<file path="src/hdl/ldtc_pkg.sv">
// Shared types, CORDIC constants and arctangent table for the link distance and cost pipeline.
`default_nettype none

package ldtc_pkg;

    // CORDIC datapath word: Q2.30 angles and coordinates with headroom
    localparam int CW = 34;
    typedef logic signed [CW-1:0] cword_t;

    localparam int LANES = 3;       // colatitude A, colatitude B, longitude difference
    localparam int ATAN_N = 32;

    localparam int RAD_W  = 62;     // square root radicand width
    localparam int ROOT_W = 31;     // square root result width, one bit per cell
    localparam int REM_W  = 35;     // partial remainder width

    localparam cword_t GAIN_Q30    = 34'sd652032874;
    localparam cword_t HALF_PI_Q30 = 34'sd1686629713;
    localparam cword_t PI_Q30      = 34'sd3373259426;

    localparam cword_t ATAN_Q30 [ATAN_N] = '{
        34'sd843314856, 34'sd497837829, 34'sd263043836, 34'sd133525158,
        34'sd67021686,  34'sd33543515,  34'sd16775850,  34'sd8388437,
        34'sd4194282,   34'sd2097149,   34'sd1048575,   34'sd524287,
        34'sd262143,    34'sd131071,    34'sd65535,     34'sd32767,
        34'sd16383,     34'sd8191,      34'sd4095,      34'sd2047,
        34'sd1023,      34'sd511,       34'sd255,       34'sd127,
        34'sd63,        34'sd31,        34'sd15,        34'sd8,
        34'sd4,         34'sd2,         34'sd1,         34'sd0
    };

    typedef struct packed {
        cword_t x;
        cword_t y;
        cword_t z;
        logic   flip;   // negate cosine at the end of the rotation
    } rot_lane_t;

    typedef rot_lane_t [LANES-1:0] rot_bus_t;

    typedef struct packed {
        cword_t x;
        cword_t y;
        cword_t z;
    } vec_t;

    typedef struct packed {
        logic [RAD_W-1:0]  rad;
        logic [REM_W-1:0]  rem;
        logic [ROOT_W-1:0] root;
    } sqrt_t;

    // Per-item sideband that rides along every stage
    typedef struct packed {
        logic        mode;
        logic [14:0] brk;
        logic [23:0] fixed;
        logic [15:0] near;
        logic [15:0] far;
        logic [31:0] aux;   // grid quotient, cosine term, or grid distance
    } side_t;

endpackage

`default_nettype wire

</file>
<file path="src/hdl/ldtc_vec_cell.sv">
// One vectoring-mode CORDIC cell: drives y toward zero and accumulates the arc angle.
`default_nettype none

module ldtc_vec_cell #(
    parameter int unsigned STAGE_IDX = 0
) (
    input  wire logic            aclk,
    input  wire logic            aresetn,
    input  wire logic            en,
    input  wire logic            in_valid,
    input  wire ldtc_pkg::vec_t  in_vec,
    input  wire ldtc_pkg::side_t in_side,
    output logic                 out_valid,
    output ldtc_pkg::vec_t       out_vec,
    output ldtc_pkg::side_t      out_side
);

    logic            valid_reg;
    ldtc_pkg::vec_t  vec_reg;
    ldtc_pkg::vec_t  vec_next;
    ldtc_pkg::side_t side_reg;

    always_comb begin
        ldtc_pkg::cword_t dx;
        ldtc_pkg::cword_t dy;
        dx = in_vec.y >>> STAGE_IDX;
        dy = in_vec.x >>> STAGE_IDX;
        if (in_vec.y >= 0) begin
            vec_next.x = in_vec.x + dx;
            vec_next.y = in_vec.y - dy;
            vec_next.z = in_vec.z + ldtc_pkg::ATAN_Q30[STAGE_IDX];
        end else begin
            vec_next.x = in_vec.x - dx;
            vec_next.y = in_vec.y + dy;
            vec_next.z = in_vec.z - ldtc_pkg::ATAN_Q30[STAGE_IDX];
        end
    end

    always_ff @(posedge aclk) begin
        if (!aresetn) begin
            valid_reg <= 1'b0;
        end else if (en) begin
            valid_reg <= in_valid;
        end
    end

    always_ff @(posedge aclk) begin
        if (en) begin
            vec_reg  <= vec_next;
            side_reg <= in_side;
        end
    end

    assign out_valid = valid_reg;
    assign out_vec   = vec_reg;
    assign out_side  = side_reg;

endmodule

`default_nettype wire

</file>
<file path="config.mk">
export PLATFORM = sky130hd
export DESIGN_NAME = ldtc_vec_cell
export DESIGN_NICKNAME = d
export VERILOG_FILES = /design/src/hdl/ldtc_pkg.sv /design/src/hdl/ldtc_vec_cell.sv
export SDC_FILE = /design/constraint.sdc
export NUM_CORES = 1
export LEC_CHECK = 0
export BUFFER_PORTS_ARGS = -buffer_cell sky130_fd_sc_hd__buf_2
export CAP_MARGIN = 20
export CORE_ASPECT_RATIO = 1.4
export CORE_MARGIN = 4
export CORE_UTILIZATION = 55
export CTS_BUF_LIST = sky130_fd_sc_hd__clkbuf_8 sky130_fd_sc_hd__clkbuf_16
export CTS_CLUSTER_SIZE = 30
export DETAILED_ROUTE_END_ITERATION = 7
export GPL_ROUTABILITY_DRIVEN = 1
export PLACE_DENSITY = 0.93
export SLEW_MARGIN = 10
export SYNTH_ARGS = -nofsm -noshare
export SYNTH_HDL_FRONTEND = slang
export SYNTH_SLANG_ARGS = --single-unit
export TNS_END_PERCENT = 20
</file>
<file path="constraint.sdc">
create_clock -name aclk -period 6.7 [get_ports aclk]
set_clock_uncertainty 0.05 [all_clocks]
set_input_delay 0.67 -clock aclk [delete_from_list [all_inputs] [get_ports aclk]]
set_output_delay 0.67 -clock aclk [all_outputs]
set_load 0.02 [all_outputs]
</file>
* After elaboration in Yosys (flattened, before gate mapping)
Cells that the tools add are included.
Operators by class: magnitude comparators 1, $add $sub $neg 5, multiplexer cells 1
Operators with widths (number):
- $mux W102 | 1
- $sub A34 B34 Y34 | 2
- $add A34 B31 Y34 const B | 1
- $add A34 B34 Y34 | 1
- $ge A34 B1 Y1 const B | 1
- $sub A34 B31 Y34 const B | 1
Word-level totals: input port bits 210, register bits after elaboration 207, output and inout bits 207

* Longest topological paths before layout
depth in word-level cells 2, depth in mapped cells 17

* Worst setup path before layout
OpenSTA, ideal clock, no wires.
kind input to register, start point input port in_vec[67] in the netlist's numbering, end point register vec_reg, in the netlist out_vec[32] (data pin), library setup time 0.258 ns, buffers on the path 4, arrival 3.967 ns, slack 2.425 ns, cell stages on the path 15, cells stage by stage buf_4 inv_1 clkbuf_1 clkbuf_1 buf_1 ha_1 a21o_1 a21o_1 a21oi_1 o31ai_2 a31oi_1 o41ai_2 a31oi_1 mux2i_1 xnor2_1
RTL lines:
- start: declaration | RTL line ldtc_vec_cell.sv:11 | input wire ldtc_pkg::vec_t in_vec,
- end signal: assignment | RTL line ldtc_vec_cell.sv:49 | vec_reg <= vec_next;
- end: declaration | RTL line ldtc_vec_cell.sv:19 | ldtc_pkg::vec_t vec_reg;

==> results.sh <==
export IMPL_antenna_found_initial=5
export IMPL_grt_overflow_total=0
export IMPL_final_antenna_net_count=0
export IMPL_yosys_cell_types_count=86
export IMPL_finalCritPeriodShare=0.595
export IMPL_postCtsSetupBuffers=0
export IMPL_htree_levels=1
export IMPL_grt_pass1_wl_um=70000
export IMPL_initial_core_util=0.557
export IMPL_grt_max_degree=134
export IMPL_cts_root_buffer="clkbuf_16"
export IMPL_final_area_um2=16700
export IMPL_synth_edf_count=205
export IMPL_hpwlAfterDp_um=36800
export IMPL_async_reset_ff_frac=0
export IMPL_nFillCells=1892
export IMPL_synth_area_leader_cell="edfxtp_1"
export IMPL_worstSetupPathType="in -> reg"
export IMPL_worstHoldPathType="in -> reg"
export IMPL_synth_area_per_cell_um2=10.1
export IMPL_syn_inst=1362
export IMPL_drive_gt1_frac=0.279
export IMPL_endpoint_kind="flip-flop"
export IMPL_drt_initial_drc_count=1447
export IMPL_cp_buffers_inverters=3
export IMPL_cts_resized_gates=0
export IMPL_cts_sinks=206
export IMPL_viasPerCell=6.08
export IMPL_port_buffer_count=416
export IMPL_crit_required_ns=6.90
export IMPL_hold_viol=0
export IMPL_vdd_ir_drop_max_uv=244
export IMPL_cp_data_arrival_time_ns=4.18
export IMPL_grt_pass1_vias=12300
export IMPL_num_nets_final=2063
export IMPL_start_kind="input port"
export IMPL_setup_slack_ns=2.71
export IMPL_routabilityCongestion=1.08
export IMPL_finish_utilization=0.677
export IMPL_ctsHoldBuffers=0
export IMPL_synth_common_cells="edfxtp_1, a21oi_1, ha_1"
export IMPL_dpl_worst_slack_ns=2.30
export IMPL_dr_pass1_iters=5
export IMPL_yosysTopAreaCellShare=0.448
export IMPL_drc=0
export IMPL_die_area_um2=27600
export IMPL_crit_slowest_cell="buf_4"
export IMPL_multi_input_area_um2=6850
export IMPL_worstMarginPinSlew_ns=1.10
export IMPL_syn_nets=1687
export IMPL_rows=68
export IMPL_synthFlopType="edfxtp_1"
export IMPL_slew_violations=0
export IMPL_area_delta_synth_final_pct=21.5
export IMPL_synth_area_leaders="edfxtp_1, ha_1, a21oi_1"
export IMPL_setup_viol=0
export IMPL_fin_crit_ns=3.99
export IMPL_via_count=12600
export IMPL_seq_area_frac_synth=0.449
export IMPL_ios=417
export IMPL_synth_seq_cells=206
export IMPL_yosysMostFrequentCell="edfxtp_1"
export IMPL_power_density_nw_per_um2=248
export IMPL_ys_warn_count=0
export IMPL_path_clk_slew_ns=0.08
export IMPL_cts_buffers_inserted=21
export IMPL_whs_ns=0.280
export IMPL_path_max_fanout=55
export IMPL_cts_tree="yes"
export IMPL_tns_ns=0
export IMPL_cap_viol_max_count=0
export IMPL_rsz0062_at_grt="false"
export IMPL_crit_family="buffers and inverters"
export IMPL_crit_chain="buf_4 > inv_2 > buf_4 > ha_1 > a21o_1 > a21oi_1 > o31ai_2 > a31oi_1 > o41ai_2 > a31oi_1 > mux2i_1 > xnor2_1"
export IMPL_avgRoutedWirePerCell_um=22.9
export IMPL_core_um2=24700
export IMPL_critPathMaxStageDelay_ns=0.50
export IMPL_synth_area_um2=13700
export IMPL_clock_fmax_mhz=251
export IMPL_slew_headroom=0.267
export IMPL_track_usage=0.324
export IMPL_routed_wl_um=47500
export IMPL_clock_latency_ns=0.49
export IMPL_die_x_um=142
export IMPL_p_leak_nw=7.39
export IMPL_status="completed"
export IMPL_place_area_um2=16000
export IMPL_cts_buffer_depth=3
export IMPL_seqCellArea_um2=6180
export IMPL_fp_dieH_um=195
cells in the final DEF, fill, tap and decap left out, drive strengths merged, types with 4 or more instances in the layout:
| cell type | n |
|---|---|
| buf | 418 |
| clkinv | 9 |
| nand2 | 74 |
| xnor2 | 75 |
| a21oi | 142 |
| o41ai | 5 |
| ha | 112 |
| inv | 116 |
| a31oi | 15 |
| nor2 | 102 |
| nand4 | 13 |
| xor2 | 27 |
| nand2b | 16 |
| a21boi | 6 |
| o2111ai | 4 |
| mux2i | 20 |
| and3 | 8 |
| o22ai | 5 |
| o311ai | 4 |
| o211ai | 11 |
| or2 | 9 |
| or3 | 7 |
| nand3 | 17 |
| o31ai | 15 |
| a211oi | 17 |
| a21o | 33 |
| nor3 | 38 |
| nor4 | 4 |
| o21bai | 26 |
| edfxtp | 205 |
| o31a | 6 |
| a221oi | 4 |
| nor2b | 16 |
| diode | 4 |
| clkbuf | 22 |
| a2111oi | 4 |
| o21ai | 90 |
metrics by stage:
step,std cells,power [mW]
5_1_grt,2071,4.31
4_1_cts,2067,4.14
3_5_place_dp,2030,2.88
6_report,2071,4.15
3_3_place_gp,2030,2.86
2_1_floorplan,1362,2.44
path summary, 6_finish.rpt:
path	slack [ns]	startpoint	depth (start not counted)	end
max	2.71	in_vec[67]	12	out_vec[32]
max reg2reg	6.04	out_valid	2	out_valid
min reg2reg	0.49	out_valid	2	out_valid
min	0.28	in_side[73]	1	out_side[73]
registers in the layout, summed over array words and instances (netlist names):
| signal | flops |
|---|---|
| out_vec | 101 |
| out_valid | 1 |
| out_side | 104 |
logic make-up after synthesis:
family          count (synthesis)  share of synthesized area
compound gates                422                      0.202
simple gates                  318                      0.110
flops                         206                      0.449
buf+inv                       179                     0.0524
fa+ha+maj                     115                      0.106
xor+xnor                      102                     0.0650
mux                            20                     0.0146
final cells by class:
cell class / instances / share of cell area
flip-flops and latches: 206 / 0.370
repair buffers: 419 / 0.127
multi-input cells: 977 / 0.410
inverters: 113 / 0.0254
clock buffers: 21 / 0.0315
well taps: 315 / 0.0236
clock inverters: 16 / 0.0123
diodes: 4 / 0.000600
layer usage:
metal,global-route usage,wire [µm]
met1,0.371,16600
met2,0.563,23600
met3,0.0752,4560
met4,0.159,2800
met5,0,0
power by group:
group	total (mW)	internal, mW	switching [mW]	leakage, nW
registers	1.67	1.62	0.0567	2.01
clock network	1.25	0.708	0.547	0.359
logic	1.22	0.413	0.807	5.02
worst reg2reg max path, cell delays in order, from the launching register on:
cell	delay, ns
dfxtp_1	0.31
mux2i_1	0.13
nor2b_1	0.07
Note: power is estimated with default switching activity, not from simulation.
