## src/hdl/ldtc_pkg.sv

```systemverilog
// Shared types, CORDIC constants and arctangent table for the link distance and cost pipeline.
`default_nettype none

package ldtc_pkg;

    // CORDIC datapath word: Q2.30 angles and coordinates with headroom
    localparam int CW = 34;
    typedef logic signed [CW-1:0] cword_t;

    localparam int LANES = 3;       // colatitude A, colatitude B, longitude difference
    localparam int ATAN_N = 32;

    localparam int RAD_W  = 62;     // square root radicand width
    localparam int ROOT_W = 31;     // square root result width, one bit per cell
    localparam int REM_W  = 35;     // partial remainder width

    localparam cword_t GAIN_Q30    = 34'sd652032874;
    localparam cword_t HALF_PI_Q30 = 34'sd1686629713;
    localparam cword_t PI_Q30      = 34'sd3373259426;

    localparam cword_t ATAN_Q30 [ATAN_N] = '{
        34'sd843314856, 34'sd497837829, 34'sd263043836, 34'sd133525158,
        34'sd67021686,  34'sd33543515,  34'sd16775850,  34'sd8388437,
        34'sd4194282,   34'sd2097149,   34'sd1048575,   34'sd524287,
        34'sd262143,    34'sd131071,    34'sd65535,     34'sd32767,
        34'sd16383,     34'sd8191,      34'sd4095,      34'sd2047,
        34'sd1023,      34'sd511,       34'sd255,       34'sd127,
        34'sd63,        34'sd31,        34'sd15,        34'sd8,
        34'sd4,         34'sd2,         34'sd1,         34'sd0
    };

    typedef struct packed {
        cword_t x;
        cword_t y;
        cword_t z;
        logic   flip;   // negate cosine at the end of the rotation
    } rot_lane_t;

    typedef rot_lane_t [LANES-1:0] rot_bus_t;

    typedef struct packed {
        cword_t x;
        cword_t y;
        cword_t z;
    } vec_t;

    typedef struct packed {
        logic [RAD_W-1:0]  rad;
        logic [REM_W-1:0]  rem;
        logic [ROOT_W-1:0] root;
    } sqrt_t;

    // Per-item sideband that rides along every stage
    typedef struct packed {
        logic        mode;
        logic [14:0] brk;
        logic [23:0] fixed;
        logic [15:0] near;
        logic [15:0] far;
        logic [31:0] aux;   // grid quotient, cosine term, or grid distance
    } side_t;

endpackage

`default_nettype wire

```

## src/hdl/ldtc_sqrt_cell.sv

```systemverilog
// One restoring square root cell: resolves one result bit from two radicand bits.
`default_nettype none

module ldtc_sqrt_cell (
    input  wire logic            aclk,
    input  wire logic            aresetn,
    input  wire logic            en,
    input  wire logic            in_valid,
    input  wire ldtc_pkg::sqrt_t in_sq,
    input  wire ldtc_pkg::side_t in_side,
    output logic                 out_valid,
    output ldtc_pkg::sqrt_t      out_sq,
    output ldtc_pkg::side_t      out_side
);

    localparam int RW = ldtc_pkg::REM_W;
    localparam int QW = ldtc_pkg::ROOT_W;
    localparam int DW = ldtc_pkg::RAD_W;

    logic            valid_reg;
    ldtc_pkg::sqrt_t sq_reg;
    ldtc_pkg::sqrt_t sq_next;
    ldtc_pkg::side_t side_reg;

    always_comb begin
        logic [RW-1:0] rem_sh;
        logic [RW-1:0] trial;
        logic          take;
        rem_sh = {in_sq.rem[RW-3:0], in_sq.rad[DW-1 -: 2]};
        trial  = {{(RW-QW-2){1'b0}}, in_sq.root, 2'b01};
        take   = (rem_sh >= trial);
        sq_next.rad  = {in_sq.rad[DW-3:0], 2'b00};
        sq_next.rem  = take ? (rem_sh - trial) : rem_sh;
        sq_next.root = {in_sq.root[QW-2:0], take};
    end

    always_ff @(posedge aclk) begin
        if (!aresetn) begin
            valid_reg <= 1'b0;
        end else if (en) begin
            valid_reg <= in_valid;
        end
    end

    always_ff @(posedge aclk) begin
        if (en) begin
            sq_reg   <= sq_next;
            side_reg <= in_side;
        end
    end

    assign out_valid = valid_reg;
    assign out_sq    = sq_reg;
    assign out_side  = side_reg;

endmodule

`default_nettype wire

```

## config.mk

```make
export PLATFORM = sky130hd
export DESIGN_NAME = ldtc_sqrt_cell
export DESIGN_NICKNAME = d
export VERILOG_FILES = /design/src/hdl/ldtc_pkg.sv /design/src/hdl/ldtc_sqrt_cell.sv
export SDC_FILE = /design/constraint.sdc
export NUM_CORES = 1
export LEC_CHECK = 0
export BUFFER_PORTS_ARGS = -buffer_cell sky130_fd_sc_hd__buf_2
export CORE_AREA = 2 2 183 185
export DETAILED_ROUTE_END_ITERATION = 16
export DIE_AREA = 0 0 185 187
export GPL_TIMING_DRIVEN = 0
export SLEW_MARGIN = 20
export SYNTH_ARGS = -nofsm -noshare
export SYNTH_HDL_FRONTEND = slang
export SYNTH_SLANG_ARGS = --single-unit
```

## constraint.sdc

```tcl
create_clock -name aclk -period 7.11 [get_ports aclk]
set_clock_uncertainty 0.05 [all_clocks]
set_input_delay 1.7775 -clock aclk [delete_from_list [all_inputs] [get_ports aclk]]
set_output_delay 1.7775 -clock aclk [all_outputs]
set_load 0.02 [all_outputs]
```

; After elaboration in Yosys (flattened, before gate mapping)
; Cells that the tools add are included.
[word_totals]
word_cells = 13
register_bits = 231
input_bits = 236
output_inout_bits = 233
[classes]
muxes = 1
n_lt_le_gt_ge = 1
add_sub_neg = 1
[op_table]
columns = operator, count
row1 = $ge A35 B33 Y1, 1
row2 = $mux W35, 1
row3 = $sub A35 B33 Y35, 1

; Depth between registers and ports, before layout
[depth]
word_depth = 2
mapped_depth = 13
ltp_nobuf = 11

; Worst setup path after synthesis
; Ideal clock, no wire load.
[synth_path]
path_type = input -> register
start = input in_sq[8] in the netlist's numbering
end = register sq_reg, in the netlist out_sq[60] (data pin)
required_ps = 6895
arrival_time_ps = 3831
setup_slack_ps = 3064
path_stages = 10
n_path_buf = 0
setup_ps = 165
cell_sequence = inv_1 > ha_1 > a21oi_1 > o21ai_1 > a31oi_4 > nand2_4 > a41o_4 > or4_4 > and3_4 > o31ai_2
[synth_rtl]
columns = element, line
row1 = start: declaration, ldtc_sqrt_cell.sv:9  ; input wire ldtc_pkg::sqrt_t in_sq,
row2 = end signal: assignment, ldtc_sqrt_cell.sv:47  ; sq_reg <= sq_next;
row3 = end: declaration, ldtc_sqrt_cell.sv:21  ; ldtc_pkg::sqrt_t sq_reg;

==> reports/metrics.cfg <==
[grt]
first_global_vias = 7090
groute.usage.overall_pct = 18.0
grt_pass1_wl_mm = 45.5
antenna_found_initial = 11
largest_net_degree_at_the_start_of_global_routing = 98
globalRouteOverflowTotal = 0

[critical_path]
largest_incremental_delay_on_the_critical_path_ns = 0.49
critical-path-top-delay-family = compound AO/OA/AOI/OAI gates
critical_path.most_common_cell = sky130_fd_sc_hd__o21ai_0
critPathCaptureType = flip-flop
crit_path_max_fanout = 5
cp_startpoint_kind = input port
cp_data_required_time_ns = 7.33
critical_path.n_buffers_inverters = 2
critPathArrivalTime_ns = 4.45
timing.reg2reg.worst_path_depth = 2
crit_path_start = in_sq[0]
critPathKind = in -> reg
crit-reg2reg-launch = out_valid
crit_slowest_cell = sky130_fd_sc_hd__o21ai_0
path_depth = 11
critical_path.cell_chain = buf_2 > inv_1 > ha_1 > nor2b_1 > o31a_1 > o311ai_0 > nand3b_1 > o21ai_0 > o21ai_0 > xnor2_1 > a21oi_1

[sta]
timing_worst_slew_pin_value_ns = 0.528
fin_crit_ns = 4.22
final-max-slew-violation-count = 0
grt_setup_unrepaired = no
hold_viol_final = 0
setup_viol = 0
min_period_over_period_pct = 59.4
worst_slew_margin_rel_pct = 64.8
max_clock_freq_mhz = 237
totalNegativeSetupSlack_ns = 0

[floorplanning]
floorplan.die_area_um2 = 34600
floorplan.rows = 67
die_width_um = 185
dieHeight_um = 187
floorplan.io_pins = 469
core_area_um2 = 32900
initial_core_util_pct = 28.9

[clock_tree]
clock_tree.root_cell = sky130_fd_sc_hd__clkbuf_16
clk_pin_slew_worst_paths_ns = 0.06
cts.repair_timing.setup_buffer_count = 0
tritoncts = yes
htree_levels = 1
cts_made_buffers = 27
post_cts_resized = 0
clock_insertion_delay_at_the_later_pin_of_the_skew_report_ns = 0.53
clock_tree.buffer_depth = 3
cts_hold_repair.buffers = 0
cts.sinks = 231

[pwr]
total_power_mw = 3.76
vdd_ir_drop_max_mv = 0.143
power-per-cell-area_nw_per_um2 = 282
p_leak_nw = 5.83

[logic_synthesis]
synthMostInstantiatedCell = sky130_fd_sc_hd__edfxtp_1
ys_seq_area_share_pct = 72.9
mappedNetlistArea_um2 = 9500
synth_top_area_cell = sky130_fd_sc_hd__edfxtp_1
netlist_top_cells_count = sky130_fd_sc_hd__edfxtp_1, sky130_fd_sc_hd__a21oi_1, sky130_fd_sc_hd__inv_1
asyncSetResetFlopFracSynth_pct = 0
main_area_contributors_after_synthesis = sky130_fd_sc_hd__edfxtp_1, sky130_fd_sc_hd__ha_1, sky130_fd_sc_hd__a21oi_1, sky130_fd_sc_hd__inv_1, sky130_fd_sc_hd__nor2_1
post-synth-top-area-fraction_pct = 72.7
synth_ff_type = sky130_fd_sc_hd__edfxtp_1
netlist-cell-type-count = 71
synth_area_per_cell_um2 = 15.1
synth_edf_count = 230
yosys_warnings = 0
postSynthRegisterBits = 231
postSynthCellCount = 628

[detailed_routing]
routed_wire_length_per_instance_um = 20.7
via_per_inst = 4.54
vias = 7242
drt-total-wl_mm = 33.0
antenna_left = 0
detail_route.iter0.violations = 363
drc = 0
firstDrtPassIters = 4

[run_status]
run_status = finished, final reports clean

[place]
gp_congestion = 0.852
numPortBuffers = 464
dp.final_hpwl_mm = 26.0

[worst_hold_path]
hold_path.class = reg -> reg
worstHoldPathCells = 2
hold_path_startpoint = out_valid

[final_layout]
fin_nets = 1393
ratio_of_cells_with_drive_above_1_in_the_final_layout_pct = 46.9
layout-area-overhead-vs-synth_pct = 40.5
n_fill_cell = 3208
area_used_by_sequential_logic_in_the_layout_um2 = 6930
multi_input_area_um2 = 2290

[flow_run]
count_of_max_cap_constraint_violations = 0

==> through the flow <==
stage	util (%)	area, um^2	setup WS [ns]	hold WS [ns]	cells
6_report	40.6	13300	2.89	0.462	1594
5_1_grt	40.6	13300	2.66	0.496	1592
4_1_cts	40.6	13300	2.93	0.468	1592
3_5_place_dp	37.9	12400	2.36	0.455	1543
3_3_place_gp	37.7	12400	0.926	0.445	1541
2_1_floorplan	-	9500	3.06	0.539	629
==> cell type report <==
| cell class | count | area share (%) |
|---|---|---|
| clock buffers | 33 | 5.23 |
| clock inverters | 16 | 1.43 |
| multi-input cells | 334 | 17.2 |
| plain buffers | 17 | 0.816 |
| diodes | 2 | 0.0375 |
| inverters | 47 | 1.32 |
| repair buffers | 466 | 17.9 |
| flip-flops and latches | 231 | 51.9 |
| well taps | 448 | 4.20 |
==> where the power goes <==
part	switching, mW	total [mW]	internal, mW
Combinational	0.450	0.687	0.237
Clock	0.551	1.39	0.844
Sequential	0.0289	1.68	1.65
Total	1.03	3.76	2.73
==> flip-flops by register name, indices dropped and copies added, names as in the netlist <==
name and cells:
out_side 104, out_sq 126, out_valid 1
==> worst reg2reg max path, delay by kind of cell, from the launching register on <==
family | cells | cell delay (ns)
AND/OR/NAND/NOR | 1 | 0.06
flip-flops | 1 | 0.30
multiplexers | 1 | 0.13
==> final timing paths <==
kind,to,slack [ns]
setup / recovery,out_sq[51],2.89
setup reg to reg,out_valid,6.46
hold / removal,out_valid,0.46
hold reg to reg,out_valid,0.46
==> cells in the final DEF, fill, tap and decap left out, types with 3 or more instances in the layout <==
cell and count:
sky130_fd_sc_hd__buf_2 467, sky130_fd_sc_hd__edfxtp_1 230, sky130_fd_sc_hd__a21oi_1 50, sky130_fd_sc_hd__inv_1 46
sky130_fd_sc_hd__nor2_1 41, sky130_fd_sc_hd__ha_1 33, sky130_fd_sc_hd__o21ai_0 28, sky130_fd_sc_hd__clkbuf_16 27
sky130_fd_sc_hd__nand2_1 25, sky130_fd_sc_hd__a21o_1 16, sky130_fd_sc_hd__xnor2_1 14, sky130_fd_sc_hd__clkbuf_1 12
sky130_fd_sc_hd__a211oi_1 10, sky130_fd_sc_hd__xor2_1 10, sky130_fd_sc_hd__and3_1 8, sky130_fd_sc_hd__nand3_1 7
sky130_fd_sc_hd__nand4_1 6, sky130_fd_sc_hd__o21a_1 6, sky130_fd_sc_hd__o21bai_1 6, sky130_fd_sc_hd__clkinv_1 6
sky130_fd_sc_hd__o31ai_1 5, sky130_fd_sc_hd__buf_4 4, sky130_fd_sc_hd__a31oi_1 4, sky130_fd_sc_hd__nor3_1 4
sky130_fd_sc_hd__bufinv_16 4, sky130_fd_sc_hd__o211ai_1 3, sky130_fd_sc_hd__a21oi_2 3, sky130_fd_sc_hd__and4_1 3
sky130_fd_sc_hd__nor2b_1 3, sky130_fd_sc_hd__mux2i_1 3
==> per-layer routing <==
layer | track usage (%) | vias to the layer above | wire (um)
met2 | 31.3 | 304 | 16300
met5 | 0 | - | 67
met1 | 22.0 | 3498 | 13300
met4 | 4.91 | 10 | 660
met3 | 4.87 | 47 | 2640
li1 | - | 3383 | -
==> kinds of logic after synthesis <==
group / Yosys count / synth area share [%]
multiplexers: 4 / 0.435
XOR/XNOR: 24 / 2.21
other: 1 / 0.0395
AND/OR/NAND/NOR: 118 / 6.40
buffers and inverters: 64 / 3.00
flip-flops: 231 / 72.9
adder cells (fa/ha/maj): 33 / 4.35
AO/OA/AOI/OAI: 153 / 10.6
(Power assumes the default switching activity.)
