$ cat config.mk
export PLATFORM = sky130hd
export DESIGN_NAME = ldtc_rot_cell
export DESIGN_NICKNAME = d
export VERILOG_FILES = /design/src/hdl/ldtc_pkg.sv /design/src/hdl/ldtc_rot_cell.sv
export SDC_FILE = /design/constraint.sdc
export NUM_CORES = 1
export LEC_CHECK = 0
export BUFFER_PORTS_ARGS = -buffer_cell sky130_fd_sc_hd__buf_2
export CAP_MARGIN = 10
export CORE_AREA = 2 2 323 325
export CTS_BUF_LIST = sky130_fd_sc_hd__clkbuf_8 sky130_fd_sc_hd__clkbuf_16
export CTS_CLUSTER_DIAMETER = 150
export CTS_CLUSTER_SIZE = 20
export DETAILED_ROUTE_END_ITERATION = 10
export DIE_AREA = 0 0 325 327
export GPL_TIMING_DRIVEN = 0
export PLACE_DENSITY = 0.54
export REMOVE_ABC_BUFFERS = 1
export SLEW_MARGIN = 20
export SYNTH_ARGS = -nofsm -noshare
export SYNTH_HDL_FRONTEND = slang
export SYNTH_SLANG_ARGS = --single-unit
$ cat constraint.sdc
create_clock -name aclk -period 5.1 [get_ports aclk]
set_clock_uncertainty 0.2 [all_clocks]
set_input_delay 0.255 -clock aclk [delete_from_list [all_inputs] [get_ports aclk]]
set_output_delay 0.255 -clock aclk [all_outputs]
set_load 0.01 [all_outputs]
$ cat src/hdl/ldtc_pkg.sv
// Shared types, CORDIC constants and arctangent table for the link distance and cost pipeline.
`default_nettype none

package ldtc_pkg;

    // CORDIC datapath word: Q2.30 angles and coordinates with headroom
    localparam int CW = 34;
    typedef logic signed [CW-1:0] cword_t;

    localparam int LANES = 3;       // colatitude A, colatitude B, longitude difference
    localparam int ATAN_N = 32;

    localparam int RAD_W  = 62;     // square root radicand width
    localparam int ROOT_W = 31;     // square root result width, one bit per cell
    localparam int REM_W  = 35;     // partial remainder width

    localparam cword_t GAIN_Q30    = 34'sd652032874;
    localparam cword_t HALF_PI_Q30 = 34'sd1686629713;
    localparam cword_t PI_Q30      = 34'sd3373259426;

    localparam cword_t ATAN_Q30 [ATAN_N] = '{
        34'sd843314856, 34'sd497837829, 34'sd263043836, 34'sd133525158,
        34'sd67021686,  34'sd33543515,  34'sd16775850,  34'sd8388437,
        34'sd4194282,   34'sd2097149,   34'sd1048575,   34'sd524287,
        34'sd262143,    34'sd131071,    34'sd65535,     34'sd32767,
        34'sd16383,     34'sd8191,      34'sd4095,      34'sd2047,
        34'sd1023,      34'sd511,       34'sd255,       34'sd127,
        34'sd63,        34'sd31,        34'sd15,        34'sd8,
        34'sd4,         34'sd2,         34'sd1,         34'sd0
    };

    typedef struct packed {
        cword_t x;
        cword_t y;
        cword_t z;
        logic   flip;   // negate cosine at the end of the rotation
    } rot_lane_t;

    typedef rot_lane_t [LANES-1:0] rot_bus_t;

    typedef struct packed {
        cword_t x;
        cword_t y;
        cword_t z;
    } vec_t;

    typedef struct packed {
        logic [RAD_W-1:0]  rad;
        logic [REM_W-1:0]  rem;
        logic [ROOT_W-1:0] root;
    } sqrt_t;

    // Per-item sideband that rides along every stage
    typedef struct packed {
        logic        mode;
        logic [14:0] brk;
        logic [23:0] fixed;
        logic [15:0] near;
        logic [15:0] far;
        logic [31:0] aux;   // grid quotient, cosine term, or grid distance
    } side_t;

endpackage

`default_nettype wire

$ cat src/hdl/ldtc_rot_cell.sv
// One rotation-mode CORDIC cell: advances sine/cosine of three angles by one micro-rotation.
`default_nettype none

module ldtc_rot_cell #(
    parameter int unsigned STAGE_IDX = 0
) (
    input  wire logic              aclk,
    input  wire logic              aresetn,
    input  wire logic              en,
    input  wire logic              in_valid,
    input  wire ldtc_pkg::rot_bus_t in_lanes,
    input  wire ldtc_pkg::side_t   in_side,
    output logic                   out_valid,
    output ldtc_pkg::rot_bus_t     out_lanes,
    output ldtc_pkg::side_t        out_side
);

    logic               valid_reg;
    ldtc_pkg::rot_bus_t lanes_reg;
    ldtc_pkg::rot_bus_t lanes_next;
    ldtc_pkg::side_t    side_reg;

    always_comb begin
        ldtc_pkg::cword_t dx;
        ldtc_pkg::cword_t dy;
        lanes_next = in_lanes;
        for (int k = 0; k < ldtc_pkg::LANES; k++) begin
            dx = in_lanes[k].y >>> STAGE_IDX;
            dy = in_lanes[k].x >>> STAGE_IDX;
            if (in_lanes[k].z >= 0) begin
                lanes_next[k].x = in_lanes[k].x - dx;
                lanes_next[k].y = in_lanes[k].y + dy;
                lanes_next[k].z = in_lanes[k].z - ldtc_pkg::ATAN_Q30[STAGE_IDX];
            end else begin
                lanes_next[k].x = in_lanes[k].x + dx;
                lanes_next[k].y = in_lanes[k].y - dy;
                lanes_next[k].z = in_lanes[k].z + ldtc_pkg::ATAN_Q30[STAGE_IDX];
            end
        end
    end

    always_ff @(posedge aclk) begin
        if (!aresetn) begin
            valid_reg <= 1'b0;
        end else if (en) begin
            valid_reg <= in_valid;
        end
    end

    always_ff @(posedge aclk) begin
        if (en) begin
            lanes_reg <= lanes_next;
            side_reg  <= in_side;
        end
    end

    assign out_valid = valid_reg;
    assign out_lanes = lanes_reg;
    assign out_side  = side_reg;

endmodule

`default_nettype wire

======== Yosys cells after proc, flatten, opt, wreduce, memory -nomap -nowiden ========
Cells that the tools add are included.
operators by class
  add/subtract/negate cells ............... 15
  magnitude comparators ................... 3
  mux-type cells .......................... 3
operators with widths
  kind                      count
  $mux W102                 3
  $sub A34 B34 Y34          6
  $add A34 B31 Y34 const B  3
  $add A34 B34 Y34          3
  $ge A34 B1 Y1 const B     3
  $sub A34 B31 Y34 const B  3
storage, ports and cells
  bits in registers ....................... 414
  bits of input ports ..................... 417
  output and inout port bits .............. 414

======== Longest topological paths before layout ========
Gate-level depths: netlist of the first run.
  depth after elaboration ................. 2
  gate-level depth with buffers ........... 22

======== Worst setup path before layout of the first run ========
OpenSTA, ideal clock, no wires.
  path kind ............................... input to register
  from .................................... input in_lanes[137] (netlist name)
  to ...................................... register lanes_reg (netlist bit out_lanes[137]) (data pin)
  library setup time ...................... 0.266 ns
  arrival time ............................ 4.592 ns
  path slack .............................. 0.041 ns
  stages on the path ...................... 21
  buffers on the path ..................... 2
  cell sequence ........................... inv_1 -> ha_1 -> nor4b_1 -> nand4_1 -> nor4_1 -> and4_2 -> nand2b_1 -> clkinv_1 -> clkbuf_1 -> clkbuf_1 -> ha_1 -> nor2b_1 -> o31a_2 -> or4_4 -> a41o_2 -> o21ai_2 -> o21ai_0 -> a21o_2 -> a31oi_1 -> a311oi_1 -> xor2_1
RTL lines
  item                    RTL line             RTL
  start: declaration      ldtc_rot_cell.sv:11  input wire ldtc_pkg::rot_bus_t in_lanes,
  end signal: assignment  ldtc_rot_cell.sv:52  lanes_reg <= lanes_next;
  end: declaration        ldtc_rot_cell.sv:19  ldtc_pkg::rot_bus_t lanes_reg;

==> results of run 1 <==
==> power by group <==
group | total [uW] | internal [uW] | switching, uW
sequential | 4510 | 4350 | 163
combinational | 4220 | 1640 | 2580
clock | 2140 | 896 | 1240
total | 10900 | 6880 | 3990
==> kinds of logic (layout without fill, tap and decap cells) <==
group	Yosys count	after routing	synth area share, %
other cells	0	20	0
mux	38	38	1.13
buf+inv	467	1429	5.40
xor+xnor	273	273	7.09
simple gates	875	876	12.6
compound gates	1188	1188	22.1
fa+ha+maj	399	399	15.1
flops	411	411	36.6
==> per-stage QoR <==
stage               instance area, sq um  hold WS (ps)  power (uW)
floorplan                          33200           154        6900
global placement                   39000           232        8640
detailed placement                 39400           233        8600
CTS                                42200         0.975       11000
global route                       42400          33.7       11500
finish                             42400          45.8       10900
==> metal layers <==
layer	vias to the layer above	part of all wire (%)	track usage [%]
li1	15200	-	-
met1	15000	42	28.8
met2	1165	47	38.7
met3	229	7.4	5.00
met4	28	3.8	8.77
met5	-	0.14	0
==> sequential cells by signal (all words and copies together), names as in the netlist <==
register	flops
out_side	104
out_valid	1
out_lanes	306
==> area by class of cell <==
cell class	count	area share (%)
Sequential cell	411	29.1
Timing Repair Buffer	1060	15.6
Inverter	332	3.02
Clock inverter	12	0.168
Multi-Input combinational cell	2774	46.4
Clock buffer	25	1.48
Antenna cell	20	0.118
Tap cell	1380	4.07
==> final timing paths <==
kind	start	slack, ps	cells after the start	to
max reg2reg	out_valid$_SDFFE_PN0P_	3720	3	out_valid$_SDFFE_PN0P_
min reg2reg	out_valid$_SDFFE_PN0P_	900	3	out_valid$_SDFFE_PN0P_
min	in_lanes[31]	50	3	out_lanes[31]$_DFFE_PP_
max	in_lanes[137]	220	20	out_lanes[137]$_DFFE_PP_
==> critical path, stage by stage <==
cell and delay (ps):
buf_2 130, inv_1 170, ha_1 170, nor4b_1 230, nand4_1 210, nor4_2 310, and4_2 360, nand2b_4 270
clkinv_16 190, ha_2 370, nor2b_1 160, o31a_2 300, or4_4 510, a41o_2 250, o21ai_2 120, o21ai_0 120
a21o_2 240, a31oi_2 270, a311oi_1 160, xor2_1 180
==> synth_stat cells, types with 44 or more instances <==
cell type and count:
inv_1 318, o21bai_1 70, xor2_1 59, nand3_1 44, o21ai_0 243, edfxtp_1 410
a21o_1 105, ha_1 387, clkbuf_1 72, xnor2_1 214, nor3_1 87, nand2_1 166
nor2_1 298, a21oi_1 432, nor2b_1 53
==> what timing repair did <==
item | in CTS | in global routing
hold buffers | 205 | 0
cloned | 0 | 1
endpoints found under the hold margin | 255 | 0
endpoints found under the setup margin | 16 | 10
resized for setup | 4 | 8
pin swaps | 0 | 2
buffers inserted | 2 | 12
==> reports/metrics.yaml, run 1 <==
status:
  outcome: "completed"
cells_and_area:
  layout-drive-gt1-share_pct: 20.7
  area_growth_pct: 25.6
  final_cells: 6014
  final_common_cell: "buf_2"
  seq_area_sq_mm: 0.0123
  fin_util_pct: 41.2
  nets: 5420
  nFillCells: 10500
  multi_input_area_sq_mm: 0.0197
  mostFrequentLayoutCells: "buf_2 (829), a21oi_1 (432), edfxtp_1 (410)"
yosys:
  syn_area_per_cell_sq_um: 9.24
  ys_ff_latch: 411
  synth_top_cell_by_area: "edfxtp_1"
  netlist.area_leader.share_pct: 36.5
  syn_area_sq_mm: 0.0337
  synth_area_leaders: "edfxtp_1 (37%), ha_1 (14%), a21oi_1 (6.4%), xnor2_1 (5.6%), o21ai_0 (3.6%)"
  synth-edff-count: 410
  yosys_warnings: 0
  synth_ff_type: "edfxtp_1"
  ys_seq_area_share_pct: 36.6
  synth_cell_types: 102
  syn_inst: 3651
  async_reset_ff_share_pct: 0
cts:
  root_buffer: "clkbuf_16"
  numCtsBuffers: 25
  cts_tree: "yes"
  clock-sinks: 411
  path_clk_slew_ps: 100
  clock_path_buffers: 3
  h-tree-depth: 1
  clkLatencyLatePin_ps: 600
floorplan:
  row_count: 118
  die_y_um: 327
  start_util_pct: 32.8
  core_area_sq_mm: 0.103
  die_area_sq_mm: 0.106
  die_w_um: 325
  num_io_pins: 831
timing:
  min_period_ps: 4880
  period_share_pct: 95.6
  relSlewSlack_pct: 32.9
  max_freq_ghz: 0.205
  final.setup.worst_slack_ps: 225
  tightest_slew_ps: 981
  slew_viol_final: 0
  rsz0062_at_grt: "false"
  setup_violations: 0
  fin_tns_setup_ps: 0
  final_hold_viol_count: 0
grt:
  antenna_found_initial: 49
  grt_pass1_wl_um: 189000
  gr-total-overflow: 0
  grt_max_degree: 100
  grt_pass1_vias: 30400
  gr-usage-all-layers_pct: 23.0
place:
  gp_congestion: 0.944
  io_buffers: 830
  dp.cells: 5737
  dp_slack_ps: -1600
  dp_hpwl_um: 103000
pwr:
  p_leak_uw: 0.0187
  p_per_area_mw_per_mm2: 257
  peakVddDrop_uv: 244
detailed_routing:
  drt_drc_violations_left: 0
  dr.pass1.iters: 6
  routedWlPerCell_um: 21.6
  totalWireLength_um: 130000
  vias: 31500
  ant_nets: 0
  first_iter_violations: 2378
  post_drt_via_cell_ratio: 5.24
critical_path:
  required_ps: 5260
  end_kind: "flip-flop"
  path_max_fanout: 76
  arrival_ps: 5040
  critPathKind: "primary input to flip-flop"
  crit_path_start_kind: "primary input"
worst_hold_path:
  hold_path.class: "primary input to flip-flop"
job:
  max_cap_viol_count: 0
Note: power is estimated with default switching activity, not from simulation.
==> inputs of run 2 (changes only) <==
- PLACE_DENSITY: 0.54 -> 0.52
- clock period: 5.1 -> 5.8 ns (I/O delays scaled with it)
==> run 2 against run 1 <==
Hold slack gained 14 ps. First-iteration DRC count shrank 6.7%. Critical endpoint unchanged. Via count is essentially flat. Register-to-register slack gained 700 ps. Clock power shrank 13%. Core utilization shrank 0.27 points. Critical path type unchanged. Non-clock buffer count shrank 27. Sequential power shrank 12%. Total power shrank 12%. Combinational power shrank 12%. Sequential share of layout area grew 0.19 points. Final cell count shrank 0.53%.
==> reports/metrics.yaml, run 2 (synthesis results as in run 1) <==
cts:
  h-tree-depth: 1  # unchanged
  path_clk_slew_ps: 90  # was 100 ps
  clkLatencyLatePin_ps: 610  # was 600 ps
  root_buffer: "clkbuf_16"  # unchanged
  clock-sinks: 411  # unchanged
  clock_path_buffers: 3  # unchanged
  numCtsBuffers: 24  # was 25
  cts_tree: "yes"  # unchanged
detailed_routing:
  ant_nets: 0  # unchanged
  totalWireLength_um: 131000  # was 130000 um
  top_layer_used: "met5"  # unchanged
  wl_met1_um: 55400  # was 54200 um
  post_drt_via_cell_ratio: 5.27  # was 5.24
  drt_drc_violations_left: 0  # unchanged
  dr.pass1.iters: 6  # unchanged
  dr_wl_met2_um: 62600  # was 60900 um
  routedWlPerCell_um: 22.0  # was 21.6 um
  first_iter_violations: 2218  # was 2378
  vias: 31500  # about the same
  dr_wl_met3_um: 9640  # was 9560 um
critical_path:
  required_ps: 5950  # was 5260 ps
  critPathCapture: "out_lanes[137]$_DFFE_PP_"  # unchanged
  crit_path_start_kind: "primary input"  # unchanged
  crit_start: "in_lanes[132]"  # was in_lanes[137]
  path_max_fanout: 76  # unchanged
  reg2reg_to: "out_valid$_SDFFE_PN0P_"  # unchanged
  arrival_ps: 5800  # was 5040 ps
  r2r_cells: 3  # unchanged
  end_kind: "flip-flop"  # unchanged
  critPathKind: "primary input to flip-flop"  # unchanged
  reg2reg_slack_ps: 4420  # was 3720 ps
  reg2reg_from: "out_valid$_SDFFE_PN0P_"  # unchanged
job:
  max_cap_viol_count: 0  # unchanged
timing:
  final_hold_viol_count: 0  # unchanged
  setup_violations: 0  # unchanged
  max_freq_ghz: 0.177
  slew_viol_final: 0  # unchanged
  min_period_ps: 5650
  tightest_slew_ps: 961  # was 981 ps
  relSlewSlack_pct: 35.4  # was 32.9%
  rsz0062_at_grt: "false"  # unchanged
  period_share_pct: 97.5
pwr:
  total_power_uw: 9530  # was 10900 uW
  peakVddDrop_uv: 221  # was 244 uV
  p_per_area_mw_per_mm2: 226  # was 257 mW/mm^2
  p_leak_uw: 0.0186  # was 0.0187 uW
floorplan:
  core_area_sq_mm: 0.103  # unchanged
  die_y_um: 327  # unchanged
  row_count: 118  # unchanged
  die_area_sq_mm: 0.106  # unchanged
  start_util_pct: 32.8  # unchanged
  die_w_um: 325  # unchanged
  num_io_pins: 831  # unchanged
grt:
  grt_pass1_wl_um: 193000  # was 189000 um
  antenna_found_initial: 28  # was 49
  gr-total-overflow: 0  # unchanged
  gr-usage-all-layers_pct: 23.4  # was 23.0%
  grt_max_degree: 81  # was 100
  grt_pass1_vias: 30700  # was 30400
cells_and_area:
  mostFrequentLayoutCells: "buf_2 (829), a21oi_1 (432), edfxtp_1 (410)"  # unchanged
  final_common_cell: "buf_2"  # unchanged
  nets: 5393  # was 5420
  layout-drive-gt1-share_pct: 20.7  # about the same
  area_growth_pct: 24.8  # was 25.6%
  largest_reg_flops: 306  # unchanged
  final_cells: 5982  # was 6014
status:
  outcome: "completed"  # unchanged
place:
  dp_hpwl_um: 105000  # was 103000 um
  dp.cells: 5737  # unchanged
  io_buffers: 830  # unchanged
  gp_congestion: 0.932  # was 0.944
worst_hold_path:
  hold_path.class: "primary input to flip-flop"  # unchanged
run 2: worst max-delay path: stages:
cell           delay [ps]
dlygate4sd3_1         530
buf_2                 140
nor4_1                230
nand4_1               340
nor4_4                360
and4_4                360
nand2b_4              290
clkinv_16             200
ha_1                  420
nor2b_1               170
o31a_2                300
or4_4                 520
a41o_2                250
o21ai_2               130
o21ai_0               170
a21o_2                290
a31oi_1               300
a311oi_1              190
xor2_1                210
run 2: layout make-up:
type / count / area [sq um]
fill: 10400 / 60800
multi-input combinational: 2775 / 19700
sequential: 411 / 12300
timing repair buffer: 1033 / 6380
tap: 1380 / 1730
inverter: 332 / 1280
clock buffer: 25 / 626
clock inverter: 12 / 51.3
antenna: 14 / 35.0
run 2: worst min-delay path by stage:
stage	startpoint	endpoint	slack, ps	cells after the start
after floorplan	in_lanes[0]	out_lanes[0]$_DFFE_PP_	190	0
after global placement	in_side[28]	out_side[28]$_DFFE_PP_	270	1
after detailed placement	in_side[16]	out_side[16]$_DFFE_PP_	270	1
after CTS	in_lanes[227]	out_lanes[227]$_DFFE_PP_	3	3
final	in_lanes[227]	out_lanes[227]$_DFFE_PP_	60	3
after global routing	in_lanes[102]	out_lanes[68]$_DFFE_PP_	20	3
run 2: where the power goes:
part / total [uW] / internal [uW] / switching (uW)
clock: 1860 / 777 / 1080
combinational: 3710 / 1420 / 2280
sequential: 3970 / 3820 / 143
run 2: per-stage QoR:
stage | hold slack (ps) | util (%) | cell area (sq um) | setup TNS, ps | setup WS (ps)
floorplan | 189 | - | 33200 | -313320 | -5270
global placement | 266 | 37.9 | 39000 | -2316530 | -11940
CTS | 2.97 | 40.8 | 41900 | 0 | 27.1
global route | 23.2 | 40.9 | 42100 | 0 | 6.27
finish | 60.3 | 40.9 | 42100 | 0 | 147
detailed placement | 268 | 38.3 | 39400 | -28020 | -1840
run 2: routing by layer:
layer	global-route usage [%]	vias up
met1	30.0	15100
met2	40.1	1209
met5	0	-
met3	4.58	174
li1	-	15100
met4	6.53	16
run 2: timing repair:
item | in CTS | in global routing
hold buffers | 183 | 0
resized for setup | 5 | 6
hold endpoints to repair | 223 | 0
gates cloned | 1 | 2
endpoints found under the setup margin | 19 | 15
pin swaps | 0 | 3
setup buffers | 2 | 6
